### config.mk
export PLATFORM = sky130hd
export DESIGN_NAME = ansi_text_console_writer_top
export DESIGN_NICKNAME = d
export VERILOG_FILES = /design/src/hw/rtl/ansiw_pkg.sv /design/src/hw/rtl/ansi_text_console_writer_top.sv /design/src/hw/rtl/ansiw_fifo.sv /design/src/hw/rtl/ansiw_front.sv /design/src/hw/rtl/ansiw_back.sv
export VERILOG_INCLUDE_DIRS = /design/src /design/src/hw/rtl
export SDC_FILE = /design/constraint.sdc
export NUM_CORES = 1
export LEC_CHECK = 0
export BUFFER_PORTS_ARGS = -buffer_cell sky130_fd_sc_hd__buf_2
export CAP_MARGIN = 5
export CORE_MARGIN = 2
export CORE_UTILIZATION = 25
export CTS_CLUSTER_DIAMETER = 30
export DETAILED_ROUTE_END_ITERATION = 6
export PLACE_DENSITY = 0.4
export RECOVER_POWER = 50
export SYNTH_ARGS = -nofsm -noshare
export SYNTH_HDL_FRONTEND = slang
export SYNTH_SLANG_ARGS = --single-unit
### constraint.sdc
create_clock -name clk -period 8.1 [get_ports clk]
set_input_delay 1.62 -clock clk [delete_from_list [all_inputs] [get_ports clk]]
set_output_delay 1.62 -clock clk [all_outputs]
set_load 0.1 [all_outputs]
### src/hw/rtl/ansi_text_console_writer_top_assert.svh
// ---------------------------------------------------------------------------
// Assertion macros for the ANSI text console writer
// Shared concurrent check forms; each use sits on a line of its own.
// ---------------------------------------------------------------------------
`ifndef ANSI_TEXT_CONSOLE_WRITER_TOP_ASSERT_SVH
`define ANSI_TEXT_CONSOLE_WRITER_TOP_ASSERT_SVH

// Property checked on every clock edge outside reset.
`define ANSIW_ASSERT(lbl, prop, msg) \
	lbl: assert property (@(posedge clk) disable iff (!arst_n) prop) else $error(msg);

// Condition that must never be seen outside reset.
`define ANSIW_NEVER(lbl, cond, msg) \
	lbl: assert property (@(posedge clk) disable iff (!arst_n) !(cond)) else $error(msg);

`endif

### src/hw/rtl/ansiw_pkg.sv
// ---------------------------------------------------------------------------
// ansiw_pkg
// Shared types, character codes and SGR attribute helpers.
// ---------------------------------------------------------------------------
package ansiw_pkg;

	localparam int unsigned MAX_PARAMS_DEF = 8;
	localparam int unsigned FIFO_DEPTH_DEF = 4;
	localparam int unsigned TAB_STOP       = 4;
	localparam int unsigned TAB_BITS       = $clog2(TAB_STOP);
	localparam int unsigned MAX_RES        = 12;

	localparam logic [7:0] CH_ESC     = 8'h1b;
	localparam logic [7:0] CH_LBRACK  = 8'h5b;
	localparam logic [7:0] CH_SEMI    = 8'h3b;
	localparam logic [7:0] CH_M       = 8'h6d;
	localparam logic [7:0] CH_ZERO    = 8'h30;
	localparam logic [7:0] CH_NINE    = 8'h39;
	localparam logic [7:0] CH_NL      = 8'h0a;
	localparam logic [7:0] CH_CR      = 8'h0d;
	localparam logic [7:0] CH_BS      = 8'h08;
	localparam logic [7:0] CH_TAB     = 8'h09;
	localparam logic [7:0] CH_SPACE   = 8'h20;
	localparam logic [7:0] ATTR_RESET = 8'h07;

	localparam logic [1:0] CFG_COLUMNS   = 2'd0;
	localparam logic [1:0] CFG_ROWS      = 2'd1;
	localparam logic [1:0] CFG_TEXT_MODE = 2'd2;

	typedef enum logic [1:0] {
		KIND_CELL   = 2'd0,
		KIND_SCROLL = 2'd1,
		KIND_CURSOR = 2'd2
	} kind_t;

	typedef struct packed {
		logic [7:0] glyph;
		logic [7:0] attr;
		logic       last_of_byte;
	} entry_t;

	typedef struct packed {
		kind_t       kind;
		logic [15:0] cell_index;
		logic [7:0]  glyph;
		logic [7:0]  attribute;
		logic [7:0]  cursor_col;
		logic [7:0]  cursor_row;
		logic        last;
	} result_t;

	typedef struct packed {
		logic [7:0] columns;
		logic [7:0] rows;
		logic       text_mode_on;
	} cfg_t;

	function automatic logic [2:0] color_map(input logic [2:0] c);
		logic [2:0] r;
		case (c)
			3'd0: r = 3'd0;
			3'd1: r = 3'd4;
			3'd2: r = 3'd2;
			3'd3: r = 3'd6;
			3'd4: r = 3'd1;
			3'd5: r = 3'd5;
			3'd6: r = 3'd3;
			default: r = 3'd7;
		endcase
		return r;
	endfunction

	function automatic logic [7:0] sgr_apply(input logic [7:0] attr, input logic [7:0] p);
		logic [7:0] off30;
		logic [7:0] off40;
		logic [7:0] r;
		off30 = p - 8'd30;
		off40 = p - 8'd40;
		if (p == 8'd0)
			r = ATTR_RESET;
		else if (p >= 8'd30 && p <= 8'd37)
			r = {attr[7:3], color_map(off30[2:0])};
		else if (p >= 8'd40 && p <= 8'd47)
			r = {attr[7], color_map(off40[2:0]), attr[3:0]};
		else if (p == 8'd5)
			r = attr | 8'h80;
		else if (p == 8'd25)
			r = attr & 8'h7f;
		else
			r = attr;
		return r;
	endfunction

endpackage

### src/hw/rtl/ansi_text_console_writer_top.sv
// ---------------------------------------------------------------------------
// ansi_text_console_writer_top
// Byte-stream text console with ANSI SGR attribute handling.
// ---------------------------------------------------------------------------
// The parser takes one byte per cycle while the print queue has room; an
// 'm' ending an SGR sequence then applies each stored parameter to the
// attribute in order, and an ESC followed by anything but '[' queues both
// bytes; no byte is taken meanwhile. The cursor engine drains the queue
// one entry at a time: take, cell write, advance, cursor update and end
// marker for an ordinary byte, with a scroll when it wraps past the last
// row; a line feed or carriage return skips the cell write and advance, a
// backspace skips the advance, and a tab repeats cell write and advance up
// to the next tab stop, so this engine sets throughput. Results leave via an
// output register after a one-slot hold, so each byte's last is flagged.
module ansi_text_console_writer_top #(
	parameter int unsigned MAX_PARAMS = ansiw_pkg::MAX_PARAMS_DEF,
	parameter int unsigned FIFO_DEPTH = ansiw_pkg::FIFO_DEPTH_DEF
) (
	input  logic        clk,
	input  logic        arst_n,
	input  logic        in_valid,
	output logic        in_ready,
	input  logic [7:0]  char_in,
	output logic        out_valid,
	input  logic        out_ready,
	output logic [1:0]  kind,
	output logic [15:0] cell_index,
	output logic [7:0]  glyph,
	output logic [7:0]  attribute,
	output logic [7:0]  cursor_col,
	output logic [7:0]  cursor_row,
	output logic        last,
	input  logic        cfg_valid,
	output logic        cfg_ready,
	input  logic [1:0]  cfg_index,
	input  logic [7:0]  cfg_data
);
	ansiw_pkg::cfg_t cfg_q;
	ansiw_pkg::entry_t push_data, pop_data;
	ansiw_pkg::result_t out_res;
	logic push, pop, full, empty;

	assign cfg_ready = 1'b1;

	always_ff @(posedge clk or negedge arst_n) begin
		if (!arst_n) begin
			cfg_q <= '{columns: 8'd80, rows: 8'd25, text_mode_on: 1'b1};
		end else if (cfg_valid) begin
			case (cfg_index)
				ansiw_pkg::CFG_COLUMNS:   cfg_q.columns <= cfg_data;
				ansiw_pkg::CFG_ROWS:      cfg_q.rows <= cfg_data;
				ansiw_pkg::CFG_TEXT_MODE: cfg_q.text_mode_on <= cfg_data[0];
				default: ;
			endcase
		end
	end

	ansiw_front #(.MAX_PARAMS(MAX_PARAMS)) u_front (
		.clk       (clk),
		.arst_n    (arst_n),
		.in_valid  (in_valid),
		.char_in   (char_in),
		.in_ready  (in_ready),
		.push      (push),
		.push_data (push_data),
		.full      (full)
	);

	ansiw_fifo #(.DEPTH(FIFO_DEPTH)) u_fifo (
		.clk       (clk),
		.arst_n    (arst_n),
		.push      (push),
		.push_data (push_data),
		.full      (full),
		.pop       (pop),
		.pop_data  (pop_data),
		.empty     (empty)
	);

	ansiw_back u_back (
		.clk       (clk),
		.arst_n    (arst_n),
		.cfg       (cfg_q),
		.empty     (empty),
		.pop       (pop),
		.pop_data  (pop_data),
		.out_valid (out_valid),
		.out_ready (out_ready),
		.out_res   (out_res)
	);

	assign kind       = out_res.kind;
	assign cell_index = out_res.cell_index;
	assign glyph      = out_res.glyph;
	assign attribute  = out_res.attribute;
	assign cursor_col = out_res.cursor_col;
	assign cursor_row = out_res.cursor_row;
	assign last       = out_res.last;
endmodule

### src/hw/rtl/ansiw_fifo.sv
// ---------------------------------------------------------------------------
// ansiw_fifo
// Short queue of print entries between the parser and the cursor engine.
// ---------------------------------------------------------------------------
module ansiw_fifo #(
	parameter int unsigned DEPTH = ansiw_pkg::FIFO_DEPTH_DEF
) (
	input  logic              clk,
	input  logic              arst_n,
	input  logic              push,
	input  ansiw_pkg::entry_t push_data,
	output logic              full,
	input  logic              pop,
	output ansiw_pkg::entry_t pop_data,
	output logic              empty
);
	localparam int unsigned PW = (DEPTH > 1) ? $clog2(DEPTH) : 1;
	localparam int unsigned CW = $clog2(DEPTH + 1);

	ansiw_pkg::entry_t mem_q [DEPTH];
	logic [PW-1:0] wr_ptr_q, rd_ptr_q;
	logic [CW-1:0] count_q;
	logic do_push, do_pop;

	assign full     = (count_q == CW'(DEPTH));
	assign empty    = (count_q == '0);
	assign do_push  = push && !full;
	assign do_pop   = pop && !empty;
	assign pop_data = mem_q[rd_ptr_q];

	always_ff @(posedge clk) begin
		if (do_push)
			mem_q[wr_ptr_q] <= push_data;
	end

	always_ff @(posedge clk or negedge arst_n) begin
		if (!arst_n) begin
			wr_ptr_q <= '0;
			rd_ptr_q <= '0;
			count_q  <= '0;
		end else begin
			if (do_push)
				wr_ptr_q <= (wr_ptr_q == PW'(DEPTH - 1)) ? '0 : wr_ptr_q + 1'b1;
			if (do_pop)
				rd_ptr_q <= (rd_ptr_q == PW'(DEPTH - 1)) ? '0 : rd_ptr_q + 1'b1;
			if (do_push && !do_pop)
				count_q <= count_q + 1'b1;
			else if (do_pop && !do_push)
				count_q <= count_q - 1'b1;
		end
	end
endmodule

### src/hw/rtl/ansiw_front.sv
// ---------------------------------------------------------------------------
// ansiw_front
// Escape parser: tracks ESC / CSI state, collects SGR parameters, applies
// them to the attribute and queues text and control bytes tagged with it.
// ---------------------------------------------------------------------------
module ansiw_front #(
	parameter int unsigned MAX_PARAMS = ansiw_pkg::MAX_PARAMS_DEF
) (
	input  logic              clk,
	input  logic              arst_n,
	input  logic              in_valid,
	input  logic [7:0]        char_in,
	output logic              in_ready,
	output logic              push,
	output ansiw_pkg::entry_t push_data,
	input  logic              full
);
	localparam int unsigned TW = $clog2(MAX_PARAMS + 1);
	localparam int unsigned IW = (MAX_PARAMS > 1) ? $clog2(MAX_PARAMS) : 1;

	typedef enum logic [4:0] {
		F_TEXT  = 5'b00001,
		F_ESC   = 5'b00010,
		F_CSI   = 5'b00100,
		F_APPLY = 5'b01000,
		F_PAIR  = 5'b10000
	} fstate_t;

	fstate_t state_q;
	logic [7:0] attr_q, accum_q, pair_q;
	logic [TW-1:0] total_q, idx_q;
	logic [7:0] store_q [MAX_PARAMS];
	logic accept, is_digit, store_param;
	logic [7:0] digit, accum_next;

	assign in_ready = (state_q == F_TEXT || state_q == F_ESC || state_q == F_CSI) && !full;
	assign accept   = in_valid && in_ready;
	assign is_digit = (char_in >= ansiw_pkg::CH_ZERO) && (char_in <= ansiw_pkg::CH_NINE);
	assign digit    = char_in - ansiw_pkg::CH_ZERO;
	assign accum_next = {accum_q[4:0], 3'b000} + {accum_q[6:0], 1'b0} + digit;
	assign store_param = accept && state_q == F_CSI
		&& (char_in == ansiw_pkg::CH_SEMI || char_in == ansiw_pkg::CH_M)
		&& total_q < TW'(MAX_PARAMS);

	always_comb begin
		push      = 1'b0;
		push_data = '{glyph: char_in, attr: attr_q, last_of_byte: 1'b1};
		unique case (state_q)
			F_TEXT: push = accept && char_in != ansiw_pkg::CH_ESC;
			F_ESC: begin
				push = accept && char_in != ansiw_pkg::CH_LBRACK;
				push_data.glyph = ansiw_pkg::CH_ESC;
				push_data.last_of_byte = 1'b0;
			end
			F_PAIR: begin
				push = !full;
				push_data.glyph = pair_q;
			end
			default: push = 1'b0;
		endcase
	end

	always_ff @(posedge clk) begin
		if (store_param)
			store_q[total_q[IW-1:0]] <= accum_q;
	end

	always_ff @(posedge clk or negedge arst_n) begin
		if (!arst_n) begin
			state_q <= F_TEXT;
			attr_q  <= ansiw_pkg::ATTR_RESET;
			accum_q <= '0;
			pair_q  <= '0;
			total_q <= '0;
			idx_q   <= '0;
		end else begin
			if (store_param)
				total_q <= total_q + 1'b1;
			unique case (state_q)
				F_TEXT: begin
					if (accept && char_in == ansiw_pkg::CH_ESC)
						state_q <= F_ESC;
				end
				F_ESC: begin
					if (accept) begin
						if (char_in == ansiw_pkg::CH_LBRACK) begin
							state_q <= F_CSI;
							total_q <= '0;
							accum_q <= '0;
						end else begin
							pair_q  <= char_in;
							state_q <= F_PAIR;
						end
					end
				end
				F_CSI: begin
					if (accept) begin
						if (is_digit) begin
							accum_q <= accum_next;
						end else if (char_in == ansiw_pkg::CH_SEMI) begin
							accum_q <= '0;
						end else if (char_in == ansiw_pkg::CH_M) begin
							idx_q   <= '0;
							state_q <= F_APPLY;
						end else begin
							state_q <= F_TEXT;
						end
					end
				end
				F_APPLY: begin
					// one parameter per cycle, in order
					if (idx_q < total_q) begin
						attr_q <= ansiw_pkg::sgr_apply(attr_q, store_q[idx_q[IW-1:0]]);
						idx_q  <= idx_q + 1'b1;
					end else begin
						state_q <= F_TEXT;
					end
				end
				F_PAIR: begin
					if (!full)
						state_q <= F_TEXT;
				end
				default: state_q <= F_TEXT;
			endcase
		end
	end
endmodule

### src/hw/rtl/ansiw_back.sv
// ---------------------------------------------------------------------------
// ansiw_back
// Cursor engine: carries out queued print entries, emits cell writes,
// scrolls and cursor updates, and marks the last result of each byte.
// ---------------------------------------------------------------------------
`include "ansi_text_console_writer_top_assert.svh"

module ansiw_back (
	input  logic               clk,
	input  logic               arst_n,
	input  ansiw_pkg::cfg_t    cfg,
	input  logic               empty,
	output logic               pop,
	input  ansiw_pkg::entry_t  pop_data,
	output logic               out_valid,
	input  logic               out_ready,
	output ansiw_pkg::result_t out_res
);
	typedef enum logic [5:0] {
		B_IDLE   = 6'b000001,
		B_CELL   = 6'b000010,
		B_ADV    = 6'b000100,
		B_SCROLL = 6'b001000,
		B_CURSOR = 6'b010000,
		B_FLUSH  = 6'b100000
	} bstate_t;

	bstate_t state_q;
	logic [7:0] col_q, row_q, cglyph_q, attr_q;
	logic adv_q, tab_q, end_q;
	ansiw_pkg::result_t pend_q, out_q, res, pend_last;
	logic pend_v_q, out_v_q;
	logic [3:0] cnt_q;
	logic emit, can_push, stall, take, flush_out, load_out;
	logic [15:0] prod;
	logic [7:0] col_inc, row_inc;

	assign prod     = {8'b0, row_q} * {8'b0, cfg.columns};
	assign col_inc  = col_q + 8'd1;
	assign row_inc  = row_q + 8'd1;
	assign can_push = !out_v_q || out_ready;
	assign flush_out = (state_q == B_FLUSH) && pend_v_q;
	assign stall    = (emit || flush_out) && !can_push;
	assign take     = emit && !stall && cnt_q < 4'(ansiw_pkg::MAX_RES);
	assign load_out = (take || (state_q == B_FLUSH && !stall)) && pend_v_q;
	assign pop      = (state_q == B_IDLE) && !empty;
	assign out_valid = out_v_q;
	assign out_res   = out_q;

	always_comb begin
		pend_last      = pend_q;
		pend_last.last = 1'b1;
	end

	always_comb begin
		emit = 1'b0;
		res  = '{kind: ansiw_pkg::KIND_CELL, cell_index: 16'd0, glyph: 8'd0,
			attribute: 8'd0, cursor_col: 8'd0, cursor_row: 8'd0, last: 1'b0};
		unique case (state_q)
			B_CELL: begin
				emit = 1'b1;
				res.cell_index = prod + {8'b0, col_q};
				res.glyph      = cglyph_q;
				res.attribute  = attr_q;
			end
			B_SCROLL: begin
				emit = 1'b1;
				res.kind      = ansiw_pkg::KIND_SCROLL;
				res.glyph     = ansiw_pkg::CH_SPACE;
				res.attribute = attr_q;
			end
			B_CURSOR: begin
				emit = cfg.text_mode_on;
				res.kind       = ansiw_pkg::KIND_CURSOR;
				res.cursor_col = col_q;
				res.cursor_row = row_q;
			end
			default: emit = 1'b0;
		endcase
	end

	// output register and one-deep hold of the newest result
	always_ff @(posedge clk) begin
		if (take) begin
			pend_q <= res;
			if (pend_v_q)
				out_q <= pend_q;
		end else if (flush_out && !stall) begin
			out_q <= pend_last;
		end
	end

	always_ff @(posedge clk or negedge arst_n) begin
		if (!arst_n) begin
			out_v_q  <= 1'b0;
			pend_v_q <= 1'b0;
			cnt_q    <= '0;
		end else begin
			if (load_out)
				out_v_q <= 1'b1;
			else if (out_ready)
				out_v_q <= 1'b0;
			if (take) begin
				pend_v_q <= 1'b1;
				cnt_q    <= cnt_q + 4'd1;
			end else if (state_q == B_FLUSH && !stall) begin
				pend_v_q <= 1'b0;
				cnt_q    <= '0;
			end
		end
	end

	always_ff @(posedge clk or negedge arst_n) begin
		if (!arst_n) begin
			state_q  <= B_IDLE;
			col_q    <= '0;
			row_q    <= '0;
			cglyph_q <= '0;
			attr_q   <= '0;
			adv_q    <= 1'b0;
			tab_q    <= 1'b0;
			end_q    <= 1'b0;
		end else begin
			unique case (state_q)
				B_IDLE: begin
					if (!empty) begin
						cglyph_q <= pop_data.glyph;
						attr_q   <= pop_data.attr;
						end_q    <= pop_data.last_of_byte;
						adv_q    <= 1'b1;
						tab_q    <= 1'b0;
						unique case (pop_data.glyph)
							ansiw_pkg::CH_NL: begin
								col_q   <= '0;
								row_q   <= row_inc;
								state_q <= (row_inc >= cfg.rows) ? B_SCROLL : B_CURSOR;
							end
							ansiw_pkg::CH_CR: begin
								col_q   <= '0;
								state_q <= B_CURSOR;
							end
							ansiw_pkg::CH_BS: begin
								if (col_q != 8'd0) begin
									col_q <= col_q - 8'd1;
								end else if (row_q != 8'd0) begin
									row_q <= row_q - 8'd1;
									col_q <= cfg.columns - 8'd1;
								end
								cglyph_q <= ansiw_pkg::CH_SPACE;
								adv_q    <= 1'b0;
								state_q  <= B_CELL;
							end
							ansiw_pkg::CH_TAB: begin
								cglyph_q <= ansiw_pkg::CH_SPACE;
								tab_q    <= 1'b1;
								state_q  <= B_CELL;
							end
							default: state_q <= B_CELL;
						endcase
					end
				end
				B_CELL: begin
					if (!stall)
						state_q <= adv_q ? B_ADV : B_CURSOR;
				end
				B_ADV: begin
					if (col_inc >= cfg.columns) begin
						col_q   <= '0;
						row_q   <= row_inc;
						state_q <= (row_inc >= cfg.rows) ? B_SCROLL : B_CURSOR;
					end else begin
						col_q <= col_inc;
						// keep blanking until the next tab stop
						state_q <= (tab_q && col_inc[ansiw_pkg::TAB_BITS-1:0] != '0)
							? B_CELL : B_CURSOR;
					end
				end
				B_SCROLL: begin
					if (!stall) begin
						if (row_q != 8'd0)
							row_q <= row_q - 8'd1;
						state_q <= B_CURSOR;
					end
				end
				B_CURSOR: begin
					if (!stall)
						state_q <= end_q ? B_FLUSH : B_IDLE;
				end
				B_FLUSH: begin
					if (!stall)
						state_q <= B_IDLE;
				end
				default: state_q <= B_IDLE;
			endcase
		end
	end

	`ANSIW_ASSERT(a_cnt_cap, cnt_q <= 4'(ansiw_pkg::MAX_RES), "result count above cap")
	`ANSIW_ASSERT(a_pend_cnt, (cnt_q == 4'd0) == !pend_v_q, "held result and count disagree")
	`ANSIW_ASSERT(a_flush_clr, (state_q == B_FLUSH && !stall) |=> (!pend_v_q && cnt_q == 4'd0), "flush left a held result")
	`ANSIW_NEVER(a_pop_busy, pop && state_q != B_IDLE, "entry taken while engine busy")
endmodule
==> impl_results.md <==
* Result of the run: finished with violations
* Failing checks: max-capacitance violations, max-slew violations
* Syn nets at between 1,500 and 2,000
* Post-synthesis sequential area ratio at roughly 56%
* Fin crit period at approximately 5500 ps
* H-tree depth at 3
* Static leakage at ~0.0090 uW
* CP Capture Type: flop
* Post-synthesis mux area share at under 10%
* Synth-to-Final Area Change at 26.7%
* Initial DRT Pass Iterations at 5
* Root Buffer: clkbuf_16
* Main combinational cell family by area after synthesis: simple AND/OR/NAND/NOR gates
* Period utilization at roughly 70%
* Cell row count at between 90 and 100
* Pint at between 5000 and 6000 uW
* Number of antenna diodes at 0
* DR vias at roughly 11,000
* Setup violations, final at 0
* Worst-path fanout max at 9
* Sw Share at 34.2%
* Gpl congestion at 0.812
* Most used DFF post-synth: edfxtp_1
* Max Root-Sink Buffers at 3
* Hold_buf cts at 0
* F_max at 180 MHz
* RSZ-0062 raised after global routing: no
* Grt total ovfl at 0
* Fin nets at around 1,600
* Reg power frac at ~29%
* Critical path arrival at 5860 ps
* Pwr Density at 390 nW/um^2
* Die height at between 200 and 300 um
* Yosys cell types at 84
* Post-DR vias/cell at 4.47
* Final Hold Fails at 0
* Post-Syn Area at ~17,000 sq um
* Setup CP Type: reg2reg
* Clock-pin slew on the worst setup and hold paths at around 40 ps
* Max Clock Skew at about 56 ps
* # resized after CTS at 0
* First-pass GRT wire length at around 67 mm
* Number of post-CTS setup repair buffers at 0
* Synth Area per Inst at between 10 and 15 sq um
* Layout cells sized above 1 at 21.0%
* Vias in the first global route at about 12,000
* Post-route cell area at about 22,000 sq um
* # fillers at 6,812
* Slew @ Worst Pin at roughly 3300 ps
* Die area at approximately 70,000 sq um
* Critical Path RT at roughly 8400 ps
* Post-synthesis compound-gate area fraction at roughly 7.6%
* Clock latency on the worst-skew pair at about 640 ps
* GRT Total Usage at 12.1%
* Clock power frac at between 40% and 50%
* Hold Crit Class: reg2reg
* Yosys warning count at 0
* WL/cell at 17.1 um
* Post-synthesis simple-gate area fraction at approximately an eighth
* Sw power at 2910 uW
* Post-synth EDFFs at 229
* Peak VDD IR at roughly 220 uV
* Cells after Synth at 1,357
* Placement Cell Area at around 19,000 sq um
* Adder-cell share of the synthesized area at a little under an eighth
* Async SR Flop Fraction at a little under a third
* Core Box Area at around 68,000 sq um
* ANT nets after route at 0
* Cts bufs inserted at 90
* Initial antenna violation count at 4
* CTS tree: done
* DRC at 0
* Wirelength, routed at 41.8 mm
* Clock sink count at about 340
* DP Wirelength at around 29 mm
* Footprint of the multi-input gates at 7010 sq um
* Logic pwr share at about 28%
* Setup TNS after final layout at 0 ps
* Io pins at 77
* Chip Width at ~270 um
* Starting Density at between 20% and 30%
* Startpoint Class: flop
* Slew Limit Fails at 110
* Largest net degree at the start of global routing at 58
* Synth Area in XOR/XNOR at 2.19%
* Port Buffers at 75
* Max_slew headroom at -120%
* Max cap viols at 2
* 1st-iter DRT viols at 743
* Reg area at approximately 9500 sq um
* Flops & latches, synth at about 340
-- worst max-delay path, cell delays in order (launching register included) --
cell,delay (ps)
dfrtp_1,550
clkinv_1,370
nor2_1,300
fa_1,460
ha_1,290
ha_1,130
inv_1,50
fa_1,500
inv_1,40
ha_1,220
fa_1,400
a21o_1,200
a21o_1,210
a2111oi_0,760
nor3_1,230
o31ai_1,330
xnor2_1,150
nor2_1,60
-- final cells by class --
cell class,count,area share [%]
sequential,335,43.8
multi-input combinational,851,32.2
clock buffer,112,11.2
tap,882,5.06
clock inverter,58,3.66
inverter,122,2.10
timing repair buffer,86,2.00
-- per-layer routing --
metal	vias up	GRT usage [%]	part of all wire [%]
li1	5199	-	-
met1	5428	16.5	47
met2	233	18.6	45
met3	64	3.22	5.5
met4	6	4.07	1.9
met5	-	0	0.086
-- placed cells by master, fill, tap and decap left out, drive strengths merged, types with 10 or more instances in the layout --
cell type | Yosys | layout
o21ai | 53 | 53
dfrtp | 95 | 95
nand2b | 10 | 10
a21oi | 37 | 37
xnor2 | 26 | 26
and2 | 50 | 50
mux2 | 42 | 42
buf | 13 | 78
and3 | 24 | 24
xor2 | 17 | 17
nand2 | 81 | 81
mux2i | 17 | 17
fa | 50 | 50
nor3 | 31 | 31
dfstp | 11 | 11
mux4 | 24 | 24
clkbuf | 36 | 120
edfxtp | 229 | 229
inv | 118 | 119
clkinv | 4 | 41
ha | 82 | 82
a21o | 18 | 18
nor2b | 12 | 12
nor2 | 91 | 91
nand3 | 38 | 38
bufinv | 0 | 13
-- path summary, 6_finish.rpt --
kind | end | slack (ps) | depth (start not counted) | startpoint
setup / recovery | u_back.pend_last[48]$_SDFFCE_PP0P_ | 2550 | 17 | u_back.row_q[1]$_DFFE_PN0P_
hold / removal | u_back.out_res[44]$_DFFE_PP_ | 390 | 0 | u_back.pend_last[44]$_SDFFCE_PP0P_
setup reg to reg | u_back.pend_last[48]$_SDFFCE_PP0P_ | 2550 | 17 | u_back.row_q[1]$_DFFE_PN0P_
hold reg to reg | u_back.out_res[44]$_DFFE_PP_ | 390 | 0 | u_back.pend_last[44]$_SDFFCE_PP0P_
max in group asynchronous | u_back.end_q$_DFFE_PN0P_ | 3780 | 2 | arst_n
min in group asynchronous | u_front.accum_q[7]$_DFFE_PN0P_ | 2070 | 1 | arst_n
-- power groups by stage --
stage | clock, uW | sequential [uW] | combinational, uW
6_report | 3670 | 2440 | 2370
5_1_grt | 3860 | 2490 | 2670
4_1_cts | 3760 | 2450 | 2430
3_5_place_dp | 0 | 2470 | 2410
3_3_place_gp | 0 | 2460 | 2420
2_1_floorplan | 0 | 2740 | 1560
-- cells in the mapped netlist, drive strengths merged, types with 4 or more instances --
library cell,n,area (sq um)
edfxtp,229,6880
inv,118,443
dfrtp,95,2380
nor2,91,344
ha,82,1030
nand2,81,307
o21ai,53,265
and2,50,313
fa,50,1000
mux2,42,477
nand3,38,190
a21oi,37,185
clkbuf,36,135
nor3,31,155
xnor2,26,228
and3,24,150
mux4,24,541
a21o,18,135
mux2i,17,170
xor2,17,149
buf,13,73.8
nor2b,12,75.1
dfstp,11,289
nand2b,10,62.6
a31oi,9,56.3
or3,9,56.3
a22o,8,70.1
nor3b,8,65.1
o31ai,8,65.1
or2,7,43.8
nand3b,6,45.0
o211ai,6,45.0
a211oi,5,42.5
nor4,5,31.3
o2111ai,5,50.0
a2111oi,4,35.0
clkinv,4,15.0
nor4b,4,41.3
o2bb2ai,4,35.0
o41ai,4,35.0
or4,4,30.0
-- flip-flops by register name, indices dropped and copies added, names as in the netlist, 17 cells and up --
signal / flops
u_fifo.mem_q: 64
u_front.store_q: 64
u_back.out_res: 51
u_back.pend_last: 50
cfg_q: 17
-- cells by family after synthesis --
kind of cell,Yosys count
AOI/OAI and AO/OA,193
xor gates and xnor gates,43
adders and majority gates,132
buffers and inverters,171
DFF,335
muxes,83
other,2
and+or+nand+nor,398
-- metrics by stage --
stage | total power, uW | utilization, % | hold slack, ps | instances | setup WS [ps]
floorplan | 4300 | - | 400 | 1357 | 1090
global placement | 4880 | 27.2 | 402 | 2276 | 2640
detailed placement | 4890 | 27.2 | 405 | 2276 | 2590
CTS | 8630 | 32.0 | 389 | 2446 | 2570
global route | 9010 | 31.9 | 408 | 2446 | 2140
finish | 8490 | 31.9 | 391 | 2446 | 2550
No activity file was read; power rests on OpenSTA's default activity.
